File: config.mk
export PLATFORM = sky130hd
export DESIGN_NAME = wstpo_front
export DESIGN_NICKNAME = d
export VERILOG_FILES = /design/src/rtl/wstpo_pkg.sv /design/src/rtl/wstpo_front.sv
export SDC_FILE = /design/constraint.sdc
export NUM_CORES = 1
export LEC_CHECK = 0
export BUFFER_PORTS_ARGS = -buffer_cell sky130_fd_sc_hd__buf_2
export CORE_MARGIN = 2
export CORE_UTILIZATION = 47
export CTS_CLUSTER_DIAMETER = 50
export DETAILED_ROUTE_END_ITERATION = 6
export PLACE_DENSITY = 0.75
export SLEW_MARGIN = 10
export SYNTH_ARGS = -nofsm -noshare
export SYNTH_HDL_FRONTEND = slang
export SYNTH_SLANG_ARGS = --single-unit
export TNS_END_PERCENT = 1
File: constraint.sdc
create_clock -name clk_i -period 4.8 [get_ports clk_i]
set_clock_uncertainty 0.1 [all_clocks]
set_input_delay 0.96 -clock clk_i [delete_from_list [all_inputs] [get_ports clk_i]]
set_output_delay 0.96 -clock clk_i [all_outputs]
set_load 0.01 [all_outputs]
File: src/rtl/wstpo_pkg.sv
// shared types, codes and sizes for the weighted slot table
package wstpo_pkg;

  localparam int unsigned SlotsDefault = 64;
  localparam int unsigned IdW          = 64;
  localparam int unsigned WeightW      = 16;
  localparam int unsigned SlotIdxW     = 7;
  localparam int unsigned StatusW      = 3;

  typedef enum logic [1:0] {
    FUNC_ATTACH   = 2'd0,
    FUNC_DETACH   = 2'd1,
    FUNC_SET_WT   = 2'd2,
    FUNC_DISPATCH = 2'd3
  } func_e;

  localparam logic [StatusW-1:0] ST_OK      = 3'd0;
  localparam logic [StatusW-1:0] ST_ALREADY = 3'd1;
  localparam logic [StatusW-1:0] ST_FULL    = 3'd2;
  localparam logic [StatusW-1:0] ST_ABSENT  = 3'd3;
  localparam logic [StatusW-1:0] ST_EMPTY   = 3'd4;

  typedef struct packed {
    logic [1:0]         func;
    logic [IdW-1:0]     group_id;
    logic [WeightW-1:0] weight;
  } in_word_t;

  typedef struct packed {
    logic [StatusW-1:0]  status;
    logic [SlotIdxW-1:0] slot_index;
    logic [IdW-1:0]      slot_group_id;
    logic                last;
  } out_word_t;

  // classified command from front to back
  typedef struct packed {
    func_e              op;
    logic [IdW-1:0]     gid;
    logic [WeightW-1:0] weight;
    logic               gid_zero;
  } cmd_t;

  typedef enum logic [1:0] {
    BK_IDLE,
    BK_SCAN,
    BK_RES,
    BK_DRES
  } back_state_e;

endpackage

File: src/rtl/wstpo_front.sv
// front end: accepts words, classifies them and queues up to two commands
module wstpo_front (
  input  logic              clk_i,
  input  logic              rst_ni,
  input  logic              push,
  output logic              full,
  input  wstpo_pkg::in_word_t in_word_i,
  output logic              cmd_valid_o,
  input  logic              cmd_ready_i,
  output wstpo_pkg::cmd_t   cmd_o
);

  wstpo_pkg::cmd_t fifo_q [2];
  wstpo_pkg::cmd_t cmd_in;
  logic            wr_ptr_q, rd_ptr_q;
  logic [1:0]      cnt_q;
  logic            do_push, do_pop;

  // classify the incoming word
  always_comb begin
    cmd_in.op       = wstpo_pkg::func_e'(in_word_i.func);
    cmd_in.gid      = in_word_i.group_id;
    cmd_in.weight   = in_word_i.weight;
    cmd_in.gid_zero = (in_word_i.group_id == '0);
  end

  assign full        = (cnt_q == 2'd2);
  assign do_push     = push && !full;
  assign cmd_valid_o = (cnt_q != 2'd0);
  assign do_pop      = cmd_valid_o && cmd_ready_i;
  assign cmd_o       = fifo_q[rd_ptr_q];

  // queue storage
  always_ff @(posedge clk_i) begin
    if (do_push) begin
      fifo_q[wr_ptr_q] <= cmd_in;
    end
  end

  // queue pointers
  always_ff @(posedge clk_i or negedge rst_ni) begin
    if (!rst_ni) begin
      wr_ptr_q <= 1'b0;
      rd_ptr_q <= 1'b0;
      cnt_q    <= 2'd0;
    end else begin
      if (do_push) wr_ptr_q <= ~wr_ptr_q;
      if (do_pop)  rd_ptr_q <= ~rd_ptr_q;
      if (do_push && !do_pop)      cnt_q <= cnt_q + 2'd1;
      else if (do_pop && !do_push) cnt_q <= cnt_q - 2'd1;
    end
  end

endmodule

==> metrics.txt <==
clk slew on worst S/H paths=approximately 0.060 ns; CTS Hold Buffers Added=0; Final Routed Wirelength=11.9 mm; Crit Path Max Fanout=84; number of global-route vias before repair=around 3,500; storage element area=~5100 um2; # H-tree levels=4; Logic pwr share=between 20% and 30%; DP Wirelength=between 7 and 8 mm; DRC errors left=0; Max rail drop VDD=~0.51 mV; Largest stage delay, worst path=1.16 ns; Crit path arrival time=2.23 ns; vias per cell=around 5.0; fin crit share=68.4%; CTS buffer count=17; Synth Register Bits=170; Synthesized Nets=slightly below 400; Crit. End Element=output port; setup violators final=0; post-synth cell types=18; max cap viols=0; pin count of the biggest net entering global routing=85; die width=120 um; synth warn=0; CP startpoint=rd_ptr_q; postcts setup bufs=0; ranking of synthesized cells by area=edfxtp_1 79%, mux2_2 15%, dfrtp_1 1.6%; Total Nets Final=~570; CP Launch Type=flop; Root Driver=clkbuf_16; syn avg cell area=21.3 um2; Starting Density=48.1%; sequential share of power=47.6%; Site Rows=42; pwr dens=between 500 and 600 nW/um2; status=complete, no violations; Syn Std Cell Area=6350 um2; Die ar.=between 10,000 and 15,000 um2; area of the multi-input gates=~1200 um2; max-slew violation count=0; Slew headroom=~24%; register area share after synthesis=roughly four fifths; total number of vias=between 3,000 and 4,000; RSZ-0062 raised after global routing=false; P_int=about 3.4 mW; total power=between 4 and 5 mW; first-pass GRT wire length=~18 mm; Clock Sinks=170; P_sw=roughly 1.3 mW; Critical Path RT=between 3 and 4 ns; switching share of power=28.3%; Port Buf Inserts=170; CTS tree=yes; Core ar.=13,200 um2; area grow syn2layout=24.5%; post-CTS sizing=0; Cells after Synth=298; critical path class=flop to output port; Clk pwr share=26.5%; drt first pass iters=4; gr usage total=roughly 17%; Starting DRT DRC Count=roughly 150; setup TNS=0 ns; Largest delay share family, worst path=flip-flops; DRT antenna net count=0; io pins=171; Slowest cell on crit path=dfrtp_4; die height=~120 um; Synth top area share=between 70% and 80%; clock buffer depth=2; GRT overflow=0; Avg WL per Cell=about 18 um; antenna violations before repair=0; critical-path cell list=mux2_2 > buf_2; worst-margin pin slew=1.14 ns; layout cells sized above 1=about three fifths; Yosys top cell by area=edfxtp_1; Ant. Diodes=0; Lkg Pwr=between 2 and 3 nW; HP Class=primary input to asynchronous set/reset pin; fin crit period=roughly 3.3 ns; fill count=just over 1,000; maximum clock rate=around 0.30 GHz; worst skew pair latency=approximately 0.41 ns; reg2reg start=cnt_q[0]; Fin. Hold Viols=0; Worst Path Buf+Inv=1; GPL Wtd Cong=0.726
power by group through the flow:
| stage | registers, mW | logic [mW] | clock network (mW) |
|---|---|---|---|
| after floorplan | 2.14 | 0.930 | 0 |
| after global placement | 2.27 | 1.23 | 0 |
| after detailed placement | 2.29 | 1.24 | 0 |
| final | 2.26 | 1.23 | 1.26 |
| after CTS | 2.27 | 1.25 | 1.28 |
| after global routing | 2.30 | 1.33 | 1.34 |
stage by stage:
| stage | setup WS (ns) | util, % | area (um2) | hold WS, ns | std cells |
|---|---|---|---|---|---|
| 6_report | 1.51 | 59.9 | 7900 | 0.247 | 667 |
| 5_1_grt | 1.39 | 59.9 | 7900 | 0.227 | 667 |
| 4_1_cts | 1.48 | 59.9 | 7900 | 0.229 | 667 |
| 3_5_place_dp | 1.94 | 55.8 | 7360 | 0.379 | 637 |
| 3_3_place_gp | 1.96 | 55.8 | 7360 | 0.370 | 637 |
| 2_1_floorplan | 1.06 | - | 6350 | 0.356 | 298 |
synthesized netlist by cell type:
master,count
nor4_2,2
nand2b_1,1
inv_1,2
nor4_1,15
nand2_1,2
nor2_1,2
xnor2_1,3
xor2_1,2
buf_6,6
buf_2,2
nand4_1,4
dfrtp_1,4
edfxtp_1,166
and3_1,1
buf_4,1
ha_1,1
or2_2,1
mux2_2,83
layout make-up:
cell class	count	share of cell area, %
Sequential cell	170	64.4
Tap cell	176	2.79
Timing Repair Buffer	172	11.0
Inverter	2	0.0950
Clock inverter	11	1.35
Clock buffer	19	5.48
Multi-Input combinational cell	117	14.9
worst paths after layout:
path,to,slack (ns),cells after the start
max,cmd_o[18],1.51,2
min,wr_ptr_q,0.25,1
max reg2reg,fifo_q[1][21],2.56,3
min reg2reg,cnt_q[1],0.38,1
max in group asynchronous,rd_ptr_q,4.21,1
min in group clk_i,cnt_q[1],0.38,1
state kept, by name, summed over array words and instances, names as in the netlist:
name,flops
cnt_q,2
fifo_q,166
rd_ptr_q,1
wr_ptr_q,1
layout by cell type (no fill, tap or decap), types with 3 or more instances in the layout:
cell / instances
clkbuf_16: 17
xnor2_1: 3
nor4_1: 15
edfxtp_1: 166
mux2_2: 83
clkinv_2: 6
dfrtp_1: 3
nand4_1: 4
buf_2: 170
worst register-to-register path: stages, from the launching register on:
cell,delay [ns]
dfrtp_1,0.41
nand2b_1,0.17
and3_4,0.80
buf_4,0.46
cell families after synthesis:
logic type	after synthesis	share of synthesized area (%)
xor gates and xnor gates	5	0.690
buffers and inverters	11	1.46
DFF	170	80.1
and+or+nand+nor	28	2.80
muxes	83	14.7
adders and majority gates	1	0.197
layer usage:
metal | share of wire (%) | track usage, % | vias to the layer above
met3 | 6.7 | 5.90 | 16
li1 | - | - | 1569
met4 | 1.6 | 6.84 | 0
met2 | 50 | 28.3 | 109
met1 | 41 | 20.4 | 1657
met5 | 0 | 0 | -
Note: power is estimated with default switching activity, not from simulation.
